==> src/hdl/source_text_tokenizer_assert.svh <==
// Assertion macros shared by the tokenizer modules.
// Each macro expects signals named clock and reset in the enclosing module.
`ifndef SOURCE_TEXT_TOKENIZER_ASSERT_SVH
`define SOURCE_TEXT_TOKENIZER_ASSERT_SVH

// Same-cycle implication.
`define STT_ASSERT_NOW(label, cond, expr) \
   label: assert property (@(posedge clock) disable iff (reset) (cond) |-> (expr)) \
      else $error("source_text_tokenizer: same-cycle check failed");

// Next-cycle implication.
`define STT_ASSERT_NEXT(label, cond, expr) \
   label: assert property (@(posedge clock) disable iff (reset) (cond) |=> (expr)) \
      else $error("source_text_tokenizer: next-cycle check failed");

`endif

==> src/hdl/stt_pkg.sv <==
package stt_pkg;

   typedef struct packed {
      logic [7:0] char_code;
      logic       end_of_source;
   } req_type;

   typedef struct packed {
      logic [4:0]  token_kind;
      logic [4:0]  token_attr;
      logic [15:0] line_number;
      logic [15:0] start_pos;
      logic [15:0] token_length;
      logic        last_of_run;
   } rsp_type;

   // Tokens produced by one step: count is 0, 1 or 2, first goes out first.
   typedef struct packed {
      logic [1:0] count;
      rsp_type    first;
      rsp_type    second;
   } step_out_type;

   typedef struct packed {
      logic [4:0] kind;
      logic [4:0] attr;
   } tok_code_type;

   typedef struct packed {
      logic         hit;
      tok_code_type code;
   } pair_code_type;

   localparam logic [4:0] KIND_END      = 5'd0;
   localparam logic [4:0] KIND_IDENT    = 5'd1;
   localparam logic [4:0] KIND_NUMBER   = 5'd2;
   localparam logic [4:0] KIND_STRING   = 5'd3;
   localparam logic [4:0] KIND_COMMA    = 5'd4;
   localparam logic [4:0] KIND_DOT      = 5'd5;
   localparam logic [4:0] KIND_RANGE    = 5'd6;
   localparam logic [4:0] KIND_LAMBDA   = 5'd7;
   localparam logic [4:0] KIND_MAP      = 5'd8;
   localparam logic [4:0] KIND_FORRANGE = 5'd9;
   localparam logic [4:0] KIND_LPAREN   = 5'd10;
   localparam logic [4:0] KIND_RPAREN   = 5'd11;
   localparam logic [4:0] KIND_LBRACK   = 5'd12;
   localparam logic [4:0] KIND_RBRACK   = 5'd13;
   localparam logic [4:0] KIND_LBRACE   = 5'd14;
   localparam logic [4:0] KIND_RBRACE   = 5'd15;
   localparam logic [4:0] KIND_EXPOP    = 5'd16;
   localparam logic [4:0] KIND_MULOP    = 5'd17;
   localparam logic [4:0] KIND_ADDOP    = 5'd18;
   localparam logic [4:0] KIND_RELOP    = 5'd19;
   localparam logic [4:0] KIND_REGEX    = 5'd20;
   localparam logic [4:0] KIND_ASSIGN   = 5'd21;
   localparam logic [4:0] KIND_COLON    = 5'd22;
   localparam logic [4:0] KIND_SEMI     = 5'd23;
   localparam logic [4:0] KIND_NOT      = 5'd24;
   localparam logic [4:0] KIND_ERROR    = 5'd25;

   localparam logic [4:0] ATTR_DEFAULT = 5'd0;
   localparam logic [4:0] ATTR_REAL    = 5'd1;
   localparam logic [4:0] ATTR_INT     = 5'd2;
   localparam logic [4:0] ATTR_EQ      = 5'd3;
   localparam logic [4:0] ATTR_NEQ     = 5'd4;
   localparam logic [4:0] ATTR_GEQ     = 5'd5;
   localparam logic [4:0] ATTR_LEQ     = 5'd6;
   localparam logic [4:0] ATTR_GT      = 5'd7;
   localparam logic [4:0] ATTR_LT      = 5'd8;
   localparam logic [4:0] ATTR_MULT    = 5'd9;
   localparam logic [4:0] ATTR_AND     = 5'd10;
   localparam logic [4:0] ATTR_DIV     = 5'd11;
   localparam logic [4:0] ATTR_MOD     = 5'd12;
   localparam logic [4:0] ATTR_OR      = 5'd13;
   localparam logic [4:0] ATTR_ADD     = 5'd14;
   localparam logic [4:0] ATTR_SUB     = 5'd15;
   localparam logic [4:0] ATTR_EXP     = 5'd16;

   localparam logic [7:0] CHAR_NEWLINE    = 8'h0A;
   localparam logic [7:0] CHAR_TAB        = 8'h09;
   localparam logic [7:0] CHAR_VTAB       = 8'h0B;
   localparam logic [7:0] CHAR_RETURN     = 8'h0D;
   localparam logic [7:0] CHAR_SPACE      = 8'h20;
   localparam logic [7:0] CHAR_UNDERSCORE = 8'h5F;
   localparam logic [7:0] CHAR_QUOTE      = 8'h22;
   localparam logic [7:0] CHAR_HASH       = 8'h23;
   localparam logic [7:0] CHAR_DOT        = 8'h2E;

   function automatic logic is_digit(input logic [7:0] c);
      return c inside {["0":"9"]};
   endfunction

   function automatic logic is_word(input logic [7:0] c);
      return c inside {["0":"9"], ["a":"z"], ["A":"Z"], CHAR_UNDERSCORE};
   endfunction

   // Characters that may open a two-character operator.
   function automatic logic pairable(input logic [7:0] c);
      return c inside {"<", ">", "+", "-", "*", "/", "%", ":", "^", "="};
   endfunction

   // One-character token; an unknown byte maps to the error kind.
   function automatic tok_code_type single_tok(input logic [7:0] c);
      tok_code_type t;
      t.attr = ATTR_DEFAULT;
      case (c)
         ",": t.kind = KIND_COMMA;
         ".": t.kind = KIND_DOT;
         "@": t.kind = KIND_LAMBDA;
         "(": t.kind = KIND_LPAREN;
         ")": t.kind = KIND_RPAREN;
         "[": t.kind = KIND_LBRACK;
         "]": t.kind = KIND_RBRACK;
         "{": t.kind = KIND_LBRACE;
         "}": t.kind = KIND_RBRACE;
         "^": t.kind = KIND_EXPOP;
         ";": t.kind = KIND_SEMI;
         "!": t.kind = KIND_NOT;
         ":": t.kind = KIND_COLON;
         "&": begin t.kind = KIND_MULOP; t.attr = ATTR_AND;  end
         "*": begin t.kind = KIND_MULOP; t.attr = ATTR_MULT; end
         "/": begin t.kind = KIND_MULOP; t.attr = ATTR_DIV;  end
         "%": begin t.kind = KIND_MULOP; t.attr = ATTR_MOD;  end
         "|": begin t.kind = KIND_ADDOP; t.attr = ATTR_OR;   end
         "+": begin t.kind = KIND_ADDOP; t.attr = ATTR_ADD;  end
         "-": begin t.kind = KIND_ADDOP; t.attr = ATTR_SUB;  end
         "=": begin t.kind = KIND_RELOP; t.attr = ATTR_EQ;   end
         ">": begin t.kind = KIND_RELOP; t.attr = ATTR_GT;   end
         "<": begin t.kind = KIND_RELOP; t.attr = ATTR_LT;   end
         default: t.kind = KIND_ERROR;
      endcase
      return t;
   endfunction

   // Two-character operator from the held byte h and the next byte c.
   function automatic pair_code_type pair_tok(input logic [7:0] h, input logic [7:0] c);
      pair_code_type p;
      p.hit       = 1'b1;
      p.code.kind = KIND_ASSIGN;
      p.code.attr = ATTR_DEFAULT;
      if (h == "<" && c == "-") begin
         p.code.kind = KIND_FORRANGE;
      end else if (h == "<" && c == ">") begin
         p.code.kind = KIND_RELOP;
         p.code.attr = ATTR_NEQ;
      end else if (h == "<" && c == "=") begin
         p.code.kind = KIND_RELOP;
         p.code.attr = ATTR_LEQ;
      end else if (h == ">" && c == "=") begin
         p.code.kind = KIND_RELOP;
         p.code.attr = ATTR_GEQ;
      end else if (h == "-" && c == ">") begin
         p.code.kind = KIND_MAP;
      end else if (h == "=" && c == ">") begin
         p.code.kind = KIND_RANGE;
      end else if (c != "=") begin
         p.hit = 1'b0;
      end else begin
         case (h)
            "+":     p.code.attr = ATTR_ADD;
            "-":     p.code.attr = ATTR_SUB;
            "*":     p.code.attr = ATTR_MULT;
            "/":     p.code.attr = ATTR_DIV;
            "%":     p.code.attr = ATTR_MOD;
            "^":     p.code.attr = ATTR_EXP;
            ":":     p.code.attr = ATTR_DEFAULT;
            default: p.hit = 1'b0;
         endcase
      end
      return p;
   endfunction

   function automatic rsp_type make_tok(input logic [4:0] kind, input logic [4:0] attr,
                                        input logic [15:0] line, input logic [15:0] start,
                                        input logic [15:0] len);
      rsp_type t;
      t.token_kind   = kind;
      t.token_attr   = attr;
      t.line_number  = line;
      t.start_pos    = start;
      t.token_length = len;
      t.last_of_run  = 1'b0;
      return t;
   endfunction

endpackage

==> src/hdl/stt_step.sv <==
module stt_step #(
   parameter int SOURCE_SPAN = 65536
) (
   input  logic                  clock,
   input  logic                  reset,
   input  logic                  step_en,
   input  stt_pkg::req_type      item,
   output stt_pkg::step_out_type step
);
   import stt_pkg::*;

   localparam int POS_W = $clog2(SOURCE_SPAN);
   localparam logic [POS_W-1:0] POS_LAST = POS_W'(SOURCE_SPAN - 1);
   localparam logic [POS_W:0]   SPAN_V   = (POS_W+1)'(SOURCE_SPAN);

   typedef enum logic [6:0] {
      MODE_IDLE   = 7'b0000001,
      MODE_OP     = 7'b0000010,
      MODE_NUM    = 7'b0000100,
      MODE_IDENT  = 7'b0001000,
      MODE_STR    = 7'b0010000,
      MODE_REGEX  = 7'b0100000,
      MODE_BADNUM = 7'b1000000
   } mode_type;

   mode_type         mode_ff, mode_in;
   logic [7:0]       held_ff, held_in;
   logic [15:0]      line_ff, line_in;
   logic [POS_W-1:0] pos_ff, pos_in;
   logic [POS_W-1:0] start_ff, start_in;
   logic             dot_ff, dot_in;

   function automatic logic [POS_W-1:0] next_pos(input logic [POS_W-1:0] p);
      return (p == POS_LAST) ? '0 : p + 1'b1;
   endfunction

   // Distance between two offsets on the wrapping span, clamped to 16 bits.
   function automatic logic [15:0] span_len(input logic [POS_W-1:0] from,
                                            input logic [POS_W-1:0] to);
      logic [POS_W:0] d;
      logic [31:0]    d32;
      if (to >= from) begin
         d = {1'b0, to} - {1'b0, from};
      end else begin
         d = SPAN_V - {1'b0, from} + {1'b0, to};
      end
      d32 = 32'(d);
      return (d32 > 32'd65535) ? 16'hFFFF : d32[15:0];
   endfunction

   logic [7:0]    c;
   logic [15:0]   start16, pos16, run_len, close_len;
   tok_code_type  held_code, char_code;
   pair_code_type pair_code;
   rsp_type       f_tok, s_tok;
   logic          f_vld, s_vld, fresh;

   assign c         = item.char_code;
   assign start16   = 16'(start_ff);
   assign pos16     = 16'(pos_ff);
   assign run_len   = span_len(start_ff, pos_ff);
   assign close_len = span_len(start_ff, next_pos(pos_ff));
   assign held_code = single_tok(held_ff);
   assign char_code = single_tok(c);
   assign pair_code = pair_tok(held_ff, c);

   always_comb begin
      mode_in  = mode_ff;
      held_in  = held_ff;
      line_in  = line_ff;
      pos_in   = pos_ff;
      start_in = start_ff;
      dot_in   = dot_ff;
      f_vld    = 1'b0;
      s_vld    = 1'b0;
      fresh    = 1'b1;
      f_tok    = '0;
      s_tok    = '0;
      if (item.end_of_source) begin
         // Flush whatever is pending, then the end token; state goes back to reset.
         case (mode_ff)
            MODE_OP: begin
               f_vld = 1'b1;
               f_tok = make_tok(held_code.kind, held_code.attr, line_ff, start16, 16'd1);
            end
            MODE_NUM: begin
               f_vld = 1'b1;
               f_tok = make_tok(KIND_NUMBER, dot_ff ? ATTR_REAL : ATTR_INT,
                                line_ff, start16, run_len);
            end
            MODE_IDENT: begin
               f_vld = 1'b1;
               f_tok = make_tok(KIND_IDENT, ATTR_DEFAULT, line_ff, start16, run_len);
            end
            MODE_BADNUM, MODE_STR, MODE_REGEX: begin
               f_vld = 1'b1;
               f_tok = make_tok(KIND_ERROR, ATTR_DEFAULT, line_ff, start16, run_len);
            end
            default: begin
            end
         endcase
         s_vld    = 1'b1;
         s_tok    = make_tok(KIND_END, ATTR_DEFAULT, line_ff, pos16, 16'd0);
         mode_in  = MODE_IDLE;
         held_in  = '0;
         line_in  = '0;
         pos_in   = '0;
         start_in = '0;
         dot_in   = 1'b0;
      end else begin
         case (mode_ff)
            MODE_OP: begin
               f_vld = 1'b1;
               if (pair_code.hit) begin
                  f_tok = make_tok(pair_code.code.kind, pair_code.code.attr,
                                   line_ff, start16, 16'd2);
                  fresh = 1'b0;
               end else begin
                  f_tok = make_tok(held_code.kind, held_code.attr, line_ff, start16, 16'd1);
               end
               mode_in = MODE_IDLE;
            end
            MODE_NUM: begin
               if (is_digit(c)) begin
                  fresh = 1'b0;
               end else if (c == CHAR_DOT) begin
                  if (dot_ff) begin
                     mode_in = MODE_BADNUM;
                  end
                  dot_in = 1'b1;
                  fresh  = 1'b0;
               end else begin
                  f_vld   = 1'b1;
                  f_tok   = make_tok(KIND_NUMBER, dot_ff ? ATTR_REAL : ATTR_INT,
                                     line_ff, start16, run_len);
                  mode_in = MODE_IDLE;
               end
            end
            MODE_BADNUM: begin
               if (is_digit(c) || c == CHAR_DOT) begin
                  fresh = 1'b0;
               end else begin
                  f_vld   = 1'b1;
                  f_tok   = make_tok(KIND_ERROR, ATTR_DEFAULT, line_ff, start16, run_len);
                  mode_in = MODE_IDLE;
               end
            end
            MODE_IDENT: begin
               if (is_word(c)) begin
                  fresh = 1'b0;
               end else begin
                  f_vld   = 1'b1;
                  f_tok   = make_tok(KIND_IDENT, ATTR_DEFAULT, line_ff, start16, run_len);
                  mode_in = MODE_IDLE;
               end
            end
            MODE_STR: begin
               fresh = 1'b0;
               if (c == CHAR_QUOTE) begin
                  f_vld   = 1'b1;
                  f_tok   = make_tok(KIND_STRING, ATTR_DEFAULT, line_ff, start16, close_len);
                  mode_in = MODE_IDLE;
               end
            end
            MODE_REGEX: begin
               fresh = 1'b0;
               if (c == CHAR_HASH) begin
                  f_vld   = 1'b1;
                  f_tok   = make_tok(KIND_REGEX, ATTR_DEFAULT, line_ff, start16, close_len);
                  mode_in = MODE_IDLE;
               end
            end
            default: mode_in = MODE_IDLE;
         endcase

         // A byte not absorbed by the token in progress starts something new.
         if (fresh) begin
            start_in = pos_ff;
            if (c == CHAR_NEWLINE) begin
               line_in = line_ff + 16'd1;
            end else if (c inside {CHAR_SPACE, CHAR_TAB, CHAR_VTAB, CHAR_RETURN}) begin
               // Whitespace makes no token.
            end else if (pairable(c)) begin
               held_in = c;
               mode_in = MODE_OP;
            end else if (is_digit(c)) begin
               dot_in  = 1'b0;
               mode_in = MODE_NUM;
            end else if (is_word(c)) begin
               mode_in = MODE_IDENT;
            end else if (c == CHAR_QUOTE) begin
               mode_in = MODE_STR;
            end else if (c == CHAR_HASH) begin
               mode_in = MODE_REGEX;
            end else begin
               s_vld = 1'b1;
               s_tok = make_tok(char_code.kind, char_code.attr, line_ff, pos16, 16'd1);
            end
         end
         pos_in = next_pos(pos_ff);
      end

      if (s_vld) begin
         s_tok.last_of_run = 1'b1;
      end else begin
         f_tok.last_of_run = f_vld;
      end
      step.count  = {1'b0, f_vld} + {1'b0, s_vld};
      step.first  = f_vld ? f_tok : s_tok;
      step.second = s_tok;
   end

   always_ff @(posedge clock) begin
      if (reset) begin
         mode_ff  <= MODE_IDLE;
         held_ff  <= '0;
         line_ff  <= '0;
         pos_ff   <= '0;
         start_ff <= '0;
         dot_ff   <= 1'b0;
      end else if (step_en) begin
         mode_ff  <= mode_in;
         held_ff  <= held_in;
         line_ff  <= line_in;
         pos_ff   <= pos_in;
         start_ff <= start_in;
         dot_ff   <= dot_in;
      end
   end

`include "source_text_tokenizer_assert.svh"

   `STT_ASSERT_NEXT(a_end_restarts, step_en && item.end_of_source, mode_ff == MODE_IDLE && pos_ff == '0 && line_ff == '0)
   `STT_ASSERT_NOW(a_end_emits, item.end_of_source, step.count != 2'd0 && step.second.token_kind == KIND_END)
   `STT_ASSERT_NOW(a_op_resolves, mode_ff == MODE_OP, step.count != 2'd0)

endmodule

==> src/hdl/stt_rsp_buf.sv <==
module stt_rsp_buf (
   input  logic                  clock,
   input  logic                  reset,
   input  logic                  push_en,
   input  stt_pkg::step_out_type step,
   output logic [1:0]            room,
   input  logic                  rsp_ready,
   output logic                  rsp_valid,
   output stt_pkg::rsp_type      rsp_payload
);
   import stt_pkg::*;

   rsp_type    q0_ff, q0_in, q1_ff, q1_in;
   logic [1:0] cnt_ff, cnt_in;
   logic [1:0] keep, push_cnt;
   logic       pop;

   assign rsp_valid   = (cnt_ff != 2'd0);
   assign rsp_payload = q0_ff;
   assign pop         = rsp_valid && rsp_ready;
   assign keep        = cnt_ff - {1'b0, pop};
   assign room        = 2'd2 - keep;
   assign push_cnt    = push_en ? step.count : 2'd0;

   // Surviving entries move to the head, new tokens fill in behind them.
   always_comb begin
      cnt_in = keep + push_cnt;
      if (keep != 2'd0) begin
         q0_in = pop ? q1_ff : q0_ff;
      end else begin
         q0_in = step.first;
      end
      if (keep == 2'd2) begin
         q1_in = q1_ff;
      end else if (keep == 2'd1) begin
         q1_in = step.first;
      end else begin
         q1_in = step.second;
      end
   end

   always_ff @(posedge clock) begin
      if (reset) begin
         cnt_ff <= '0;
      end else begin
         cnt_ff <= cnt_in;
      end
   end

   always_ff @(posedge clock) begin
      q0_ff <= q0_in;
      q1_ff <= q1_in;
   end

`include "source_text_tokenizer_assert.svh"

   `STT_ASSERT_NOW(a_cnt_range, 1'b1, cnt_ff != 2'd3)
   `STT_ASSERT_NOW(a_no_overflow, push_en, {1'b0, keep} + {1'b0, push_cnt} <= 3'd2)
   `STT_ASSERT_NEXT(a_shift_order, pop && cnt_ff == 2'd2, rsp_payload == $past(q1_ff))

endmodule

==> src/hdl/source_text_tokenizer.sv <==
// Streaming tokenizer: one source byte (or an end marker) per req item, tokens out as rsp
// items carrying kind, attribute, line, start offset and length. A byte is taken every
// clock while results drain; the input register feeds the lexer step, whose tokens land
// in a two-entry result buffer, so a token is presented on rsp only after its byte has
// passed through both the input register and the result buffer.
// An item that produces two tokens (an end marker behind a pending token, or a byte that
// closes one token and is itself a one-byte token) leaves one token more in the buffer
// than the result port removes in that cycle. That extra token stays queued until an item
// that makes no token lets the buffer catch up, and while it is queued a further
// two-token item holds the input until both tokens fit. A stalled result port fills
// the buffer and then holds the input until room opens again.
// Operators that may take two bytes are resolved by holding their first byte until the
// next one arrives, so such a token comes out one item late. The end token always closes
// a text and carries last_of_run; after it the line and offset counters restart at zero.
// Offsets count modulo SOURCE_SPAN and lengths saturate at 65535.
module source_text_tokenizer #(
   parameter int SOURCE_SPAN = 65536
) (
   input  logic             clock,
   input  logic             reset,
   input  logic             req_valid,
   output logic             req_ready,
   input  stt_pkg::req_type req_payload,
   output logic             rsp_valid,
   input  logic             rsp_ready,
   output stt_pkg::rsp_type rsp_payload
);
   import stt_pkg::*;

   // Input register: holds one accepted item until the lexer step can commit it.
   logic         in_valid_ff, in_valid_in;
   req_type      in_item_ff;
   step_out_type step;
   logic [1:0]   room;
   logic         advance;

   // The step commits only when every token it makes fits in the result buffer.
   assign advance     = in_valid_ff && (step.count <= room);
   assign req_ready   = !in_valid_ff || advance;
   assign in_valid_in = (req_valid && req_ready) || (in_valid_ff && !advance);

   always_ff @(posedge clock) begin
      if (reset) begin
         in_valid_ff <= 1'b0;
      end else begin
         in_valid_ff <= in_valid_in;
      end
   end

   always_ff @(posedge clock) begin
      if (req_valid && req_ready) begin
         in_item_ff <= req_payload;
      end
   end

   stt_step #(
      .SOURCE_SPAN(SOURCE_SPAN)
   ) u_step (
      .clock   (clock),
      .reset   (reset),
      .step_en (advance),
      .item    (in_item_ff),
      .step    (step)
   );

   stt_rsp_buf u_rsp_buf (
      .clock       (clock),
      .reset       (reset),
      .push_en     (advance),
      .step        (step),
      .room        (room),
      .rsp_ready   (rsp_ready),
      .rsp_valid   (rsp_valid),
      .rsp_payload (rsp_payload)
   );

endmodule

==> config.mk <==
export PLATFORM = sky130hd
export DESIGN_NAME = source_text_tokenizer
export DESIGN_NICKNAME = d
export VERILOG_FILES = /design/src/hdl/stt_pkg.sv /design/src/hdl/stt_step.sv /design/src/hdl/stt_rsp_buf.sv /design/src/hdl/source_text_tokenizer.sv
export VERILOG_INCLUDE_DIRS = /design/src /design/src/hdl
export SDC_FILE = /design/constraint.sdc
export NUM_CORES = 1
export LEC_CHECK = 0
export BUFFER_PORTS_ARGS = -buffer_cell sky130_fd_sc_hd__buf_2
export CAP_MARGIN = 20
export CORE_AREA = 3 3 167 169
export DETAILED_ROUTE_END_ITERATION = 8
export DIE_AREA = 0 0 170 172
export PLACE_DENSITY = 0.78
export SLEW_MARGIN = 20
export SYNTH_ARGS = -nofsm -noshare
export SYNTH_HDL_FRONTEND = slang
export SYNTH_HIERARCHICAL = 1
export SYNTH_SLANG_ARGS = --single-unit
==> constraint.sdc <==
create_clock -name clock -period 5.25 [get_ports clock]
set_clock_uncertainty 0.05 [all_clocks]
set_input_delay 0.525 -clock clock [delete_from_list [all_inputs] [get_ports clock]]
set_output_delay 0.525 -clock clock [all_outputs]
set_load 0.02 [all_outputs]
== Word level (Yosys, flattened, before mapping) ==
Index checks and enable logic that the tools add are counted.

* Reduce and logical (&&, ||, !) cells: 39
* Equality and inequality tests: 67
* Multiplexer cells: 113
* $add $sub $neg: 11
* Magnitude comparators: 11

{| class="wikitable"
|+ Operators with widths
! kind !! count
|-
| 2-to-1 mux 59 bit || 18
|-
| one-hot mux 59 bit (6 select lines) || 1
|-
| == test 8 x 6 -> 1 bit (second input constant) || 35
|-
| one-hot mux 59 bit (4 select lines) || 1
|-
| one-hot mux 5 bit (16 select lines) || 2
|-
| 2-to-1 mux 16 bit || 9
|-
| == test 8 x 7 -> 1 bit (second input constant) || 15
|-
| 2-to-1 mux 56 bit || 2
|-
| 2-to-1 mux 7 bit || 16
|-
| one-hot mux 4 bit (10 select lines) || 2
|-
| 2-to-1 mux 55 bit || 1
|-
| 2-to-1 mux 8 bit || 5
|-
| 2-to-1 mux 1 bit || 38
|-
| 2-to-1 mux 5 bit || 7
|-
| one-hot mux 7 bit (5 select lines) || 1
|-
| adder 17 x 16 -> 17 bit || 2
|-
| greater-than comparator 17 x 16 -> 1 bit (second input constant) || 2
|-
| 2-to-1 mux 17 bit || 2
|-
| subtractor 16 x 16 -> 17 bit || 2
|-
| adder 16 x 1 -> 16 bit (second input constant) || 2
|-
| == test 8 x 4 -> 1 bit (second input constant) || 4
|-
| greater-or-equal comparator 16 bit || 2
|-
| 2-to-1 mux 10 bit || 3
|-
| one-hot mux 5 bit (6 select lines) || 1
|-
| other kinds (39) || 68
|}

* Register bits: 194
* Logic and storage cells: 263

== Longest topological paths before layout ==
* Depth in word-level cells: 21
* Depth in mapped cells: 28

== By module ==
Netlist, hierarchy kept.

{| class="wikitable"
|+ Modules (own cells, without submodules)
! module !! cells each !! seq. area each (µm²) !! area an instance (µm²) !! instances
|-
| stt_step || 1,347 || 1,281.2 || 9,529.1 || 1
|-
| stt_rsp_buf || 272 || 3,583.4 || 5,159.9 || 1
|-
| source_text_tokenizer || 22 || 290.3 || 387.9 || 1
|}

== Worst setup path after synthesis ==
No wires, ideal clock.

* Path type: flip-flop to flip-flop
* Start point: register in_item_ff[2] in the netlist's numbering
* End point: register u_step.line_ff[3]
* Clock period less this slack: 5.088 ns
* Arrival: 4.910 ns
* Path buffers: 6
* Slack: 0.162 ns
* Library setup time: 0.128 ns
* Data required time: 5.072 ns
* Stages on the path, launching flop included: 26
* Path through: edfxtp_1 -> buf_2 -> or3b_2 -> a211o_1 -> o211ai_2 -> nor3b_1 -> or3_4 -> and4bb_4 -> nor2_8 -> inv_4 -> buf_6 -> clkbuf_1 -> ha_1 -> buf_4 -> inv_1 -> ha_1 -> nand2_1 -> o21ai_0 -> and2_1 -> clkbuf_1 -> inv_1 -> clkbuf_1 -> a21oi_1 -> and2_1 -> xnor2_1 -> nor2_1

{| class="wikitable"
|+ RTL lines
! element !! line !! RTL
|-
| start, declared || source_text_tokenizer.sv:32 || <nowiki>req_type in_item_ff;</nowiki>
|-
| start signal, assigned || source_text_tokenizer.sv:52 || <nowiki>in_item_ff <= req_payload;</nowiki>
|-
| end signal, assigned || stt_step.sv:224 || <nowiki>line_ff <= line_in;</nowiki>
|-
| end, declared || stt_step.sv:28 || <nowiki>logic [15:0] line_ff, line_in;</nowiki>
|}

==> impl_results.md <==
- Final TNS setup: 0 ps
- Overall Power: 6.46 mW
- Iter 0 DRT Violations: 1,946
- Final instance area: 16,600 um^2
- Met3 usage: 0.0407
- Core Rows: 60
- Dpl ws: -72.2 ps
- Num CTS Buffers: 17
- Status: finished clean
- WP data required: 5390 ps
- Number of synthesized flops with an enable pin: about 130
- Total core area: between 20,000 and 30,000 um^2
- Pre-antenna DRT Iters: 6
- Vias per inst: roughly 6.6
- Detailed placement HPWL: 31,700 um
- Setup Viol. Count Final: 0
- # diodes: 0
- Hold Path Origin: req_payload[5]
- Initial antenna violation count: 0
- Seq/Total Area, Yosys: 0.342
- Worst setup margin: between 300 and 400 ps
- Global-route wire length before repair: between 60,000 and 70,000 um
- Final hold violation count: 0
- Post-Synthesis Cells: about 1,600
- Via count: approximately 13,000
- Residual DRC count: 0
- P_leak: approximately 7 nW
- Setup bufs post-CTS: 0
- Max Transition Viols Final: 0
- Share of flip-flops with an asynchronous set or reset: 0
- FF-to-FF Start: u_step/pos16[4]$_SDFFE_PP0P_
- Met1 usage: 0.434
- Final wirelength: 42,500 um
- Placed cell area: approximately 16,000 um^2
- Fin nets: ~1,800
- Slew @ Worst Pin: 1140 ps
- Synth area leaders: edfxtp_1, dfxtp_1, mux2_2, ha_1, nor2_1
- I/O Pins: 74
- Post-synth cell types: between 90 and 100
- Crit start category: flip-flop
- Maxcap violations: 0
- Die width: approximately 170 um
- Max Fclk: approximately 0.20 GHz
- Most frequent cell after synthesis: nor2_1
- CP Data Arrival Time: around 5000 ps
- Crit Path Class: reg -> reg
- Main synth FF type: edfxtp_1
- Synthesized flop and latch total: between 150 and 200
- Mean Syn Cell Area: 9.19 um^2
- Hold Crit Class: in -> reg
- CTS Root Cell: clkbuf_16
- Average routed wire per standard cell: roughly 21 um
- Worst vdd ir: between 0.5 and 0.6 mV
- Final Wtd Congestion: roughly 0.99
- Fin crit share: 0.942
- Worst setup EP type: flip-flop
- Reg-to-reg endpoint: u_rsp_buf/rsp_payload[12]$_DFFE_PP_
- Post-route ant nets: 0
- Pin count of the biggest net entering global routing: 60
- Slew HR: 0.236
- Tot GR Track Use: 0.289
- R2R setup slack: 300 ps
- Vias in the first global route: 12,500
- Initial core utilization: 0.564
- Clock transition at path regs: 90 ps
- Clk sinks: around 190
- CTS tree: built
- Grt met2 use: 0.443
- Clock Latency Late Sink: between 400 and 500 ps
- Reg2Reg Depth: 20
- Die outline height: 172 um
- Synth top cells by count: nor2_1, edfxtp_1, mux2_2
- Pwr dens: about 390 nW/um^2
- Mapped cell area: around 15,000 um^2
- Die area: 29,200 um^2
- Grt total ovfl: 0
- Post-synth top area share: 0.253
- Clock Tree Buf Depth: 2
- Layout cells sized above 1: 0.210
- IO buf count: 73
- Ys Warns: 6
- Minimum clock period: just under 5000 ps
- CP max FO: 15
- GRT busiest layer: met2
- Layout area overhead: 9.98%
- Hold EP: in_item_ff[5]$_DFFE_PP_
- Post-synth top area cell: edfxtp_1
- Hold path cells: 1
- H-tree Lvls: 4
registers in the layout (all words and copies together), names as in the netlist:
name	count
u_rsp_buf/cnt_ff	2
u_step/mode_ff	7
u_step/start16	16
in_valid_ff	1
u_rsp_buf/q1_ff	59
u_step/line_ff	16
u_step/held_ff	8
u_step/pos16	16
u_step/dot_ff	1
u_rsp_buf/rsp_payload	59
in_item_ff	9
power by group:
group | total, mW | internal, mW | switching [mW]
Clock | 1.42 | 0.670 | 0.749
Sequential | 2.44 | 2.31 | 0.136
Combinational | 2.60 | 0.954 | 1.64
critical path, stage by stage, from the launching register on:
cell and delay, ps:
dfxtp_1 320, and3_1 210, and4_1 210, and3_1 220, and3_1 250, nand3_1 140
nand2_1 90, inv_1 70, ha_1 190, inv_1 80, fa_1 440, nor2b_1 160
o31ai_1 160, a2111oi_2 410, o21ai_0 230, o21ai_0 230, xor2_1 310, nand2_4 200
o221ai_1 310, o31ai_1 150, mux2_2 280
what timing repair did:
item | CTS | global route
gates cloned | 0 | 0
pin swaps | 0 | 0
endpoints found under the hold margin | 0 | 0
gates resized for setup | 1 | 13
setup endpoints to repair | 30 | 63
hold buffers | 0 | 0
stage by stage:
step | instances | hold WS, ps | util
2_1_floorplan | 1656 | 435 | -
3_3_place_gp | 2023 | 452 | 0.593
3_5_place_dp | 2023 | 460 | 0.594
4_1_cts | 2055 | 184 | 0.618
5_1_grt | 2056 | 185 | 0.620
6_report | 2056 | 197 | 0.620
logic make-up (layout without fill, tap and decap cells):
kind of cell | Yosys count | in the layout | synth area share
buffers and inverters | 163 | 222 | 0.0498
adder cells (fa/ha/maj) | 75 | 75 | 0.0642
other | 1 | 16 | 0.000249
multiplexers | 138 | 138 | 0.108
flip-flops | 194 | 194 | 0.342
AND/OR/NAND/NOR | 564 | 564 | 0.199
XOR/XNOR | 93 | 93 | 0.0540
AO/OA/AOI/OAI | 413 | 413 | 0.183
layout by cell type, fill, tap and decap left out, types with 16 or more instances in the layout:
master	instances
o31ai_1	18
nand3_1	48
inv_1	53
edfxtp_1	127
nand2_1	87
nor2_1	165
a21oi_1	85
mux2_2	115
o21ai_0	92
buf_2	73
a31oi_1	16
nand2b_1	18
buf_4	59
clkbuf_16	17
ha_1	71
and2_1	36
a22oi_1	32
conb_1	16
a211oi_1	22
nor2b_1	41
nand4_1	18
dfxtp_1	67
nor3_1	31
xor2_1	44
mux2_4	21
o221ai_1	18
xnor2_1	49
final cells by class:
type / count / area (um^2)
fillers: 2203 / 10100
multi-input cells: 1299 / 9310
flip-flops and latches: 194 / 5150
repair buffers: 133 / 836
well taps: 341 / 427
clock buffers: 17 / 425
inverters: 57 / 216
clock inverters: 15 / 211
worst max path at each step:
stage	start	end	depth (start not counted)
3_3_place_gp	u_step/pos16[9]$_SDFFE_PP0P_	u_rsp_buf/rsp_payload[9]$_DFFE_PP_	20
3_5_place_dp	u_step/pos16[4]$_SDFFE_PP0P_	u_rsp_buf/rsp_payload[12]$_DFFE_PP_	20
4_1_cts	u_step/pos16[4]$_SDFFE_PP0P_	u_rsp_buf/rsp_payload[12]$_DFFE_PP_	20
5_1_grt	u_step/held_ff[4]$_SDFFE_PP0P_	u_step/line_ff[15]$_SDFFE_PP0P_	20
6_report	u_step/pos16[4]$_SDFFE_PP0P_	u_rsp_buf/rsp_payload[12]$_DFFE_PP_	20
2_1_floorplan	in_item_ff[2]$_DFFE_PP_	u_step/line_ff[3]$_SDFFE_PP0P_	25
layer usage:
metal	part of all wire	vias up	wire length [um]
met2	0.44	762	18600
met1	0.44	6431	18800
li1	-	6195	-
met4	0.018	0	782
met3	0.10	83	4350
met5	0	-	0
No activity file was read; power rests on OpenSTA's default activity.
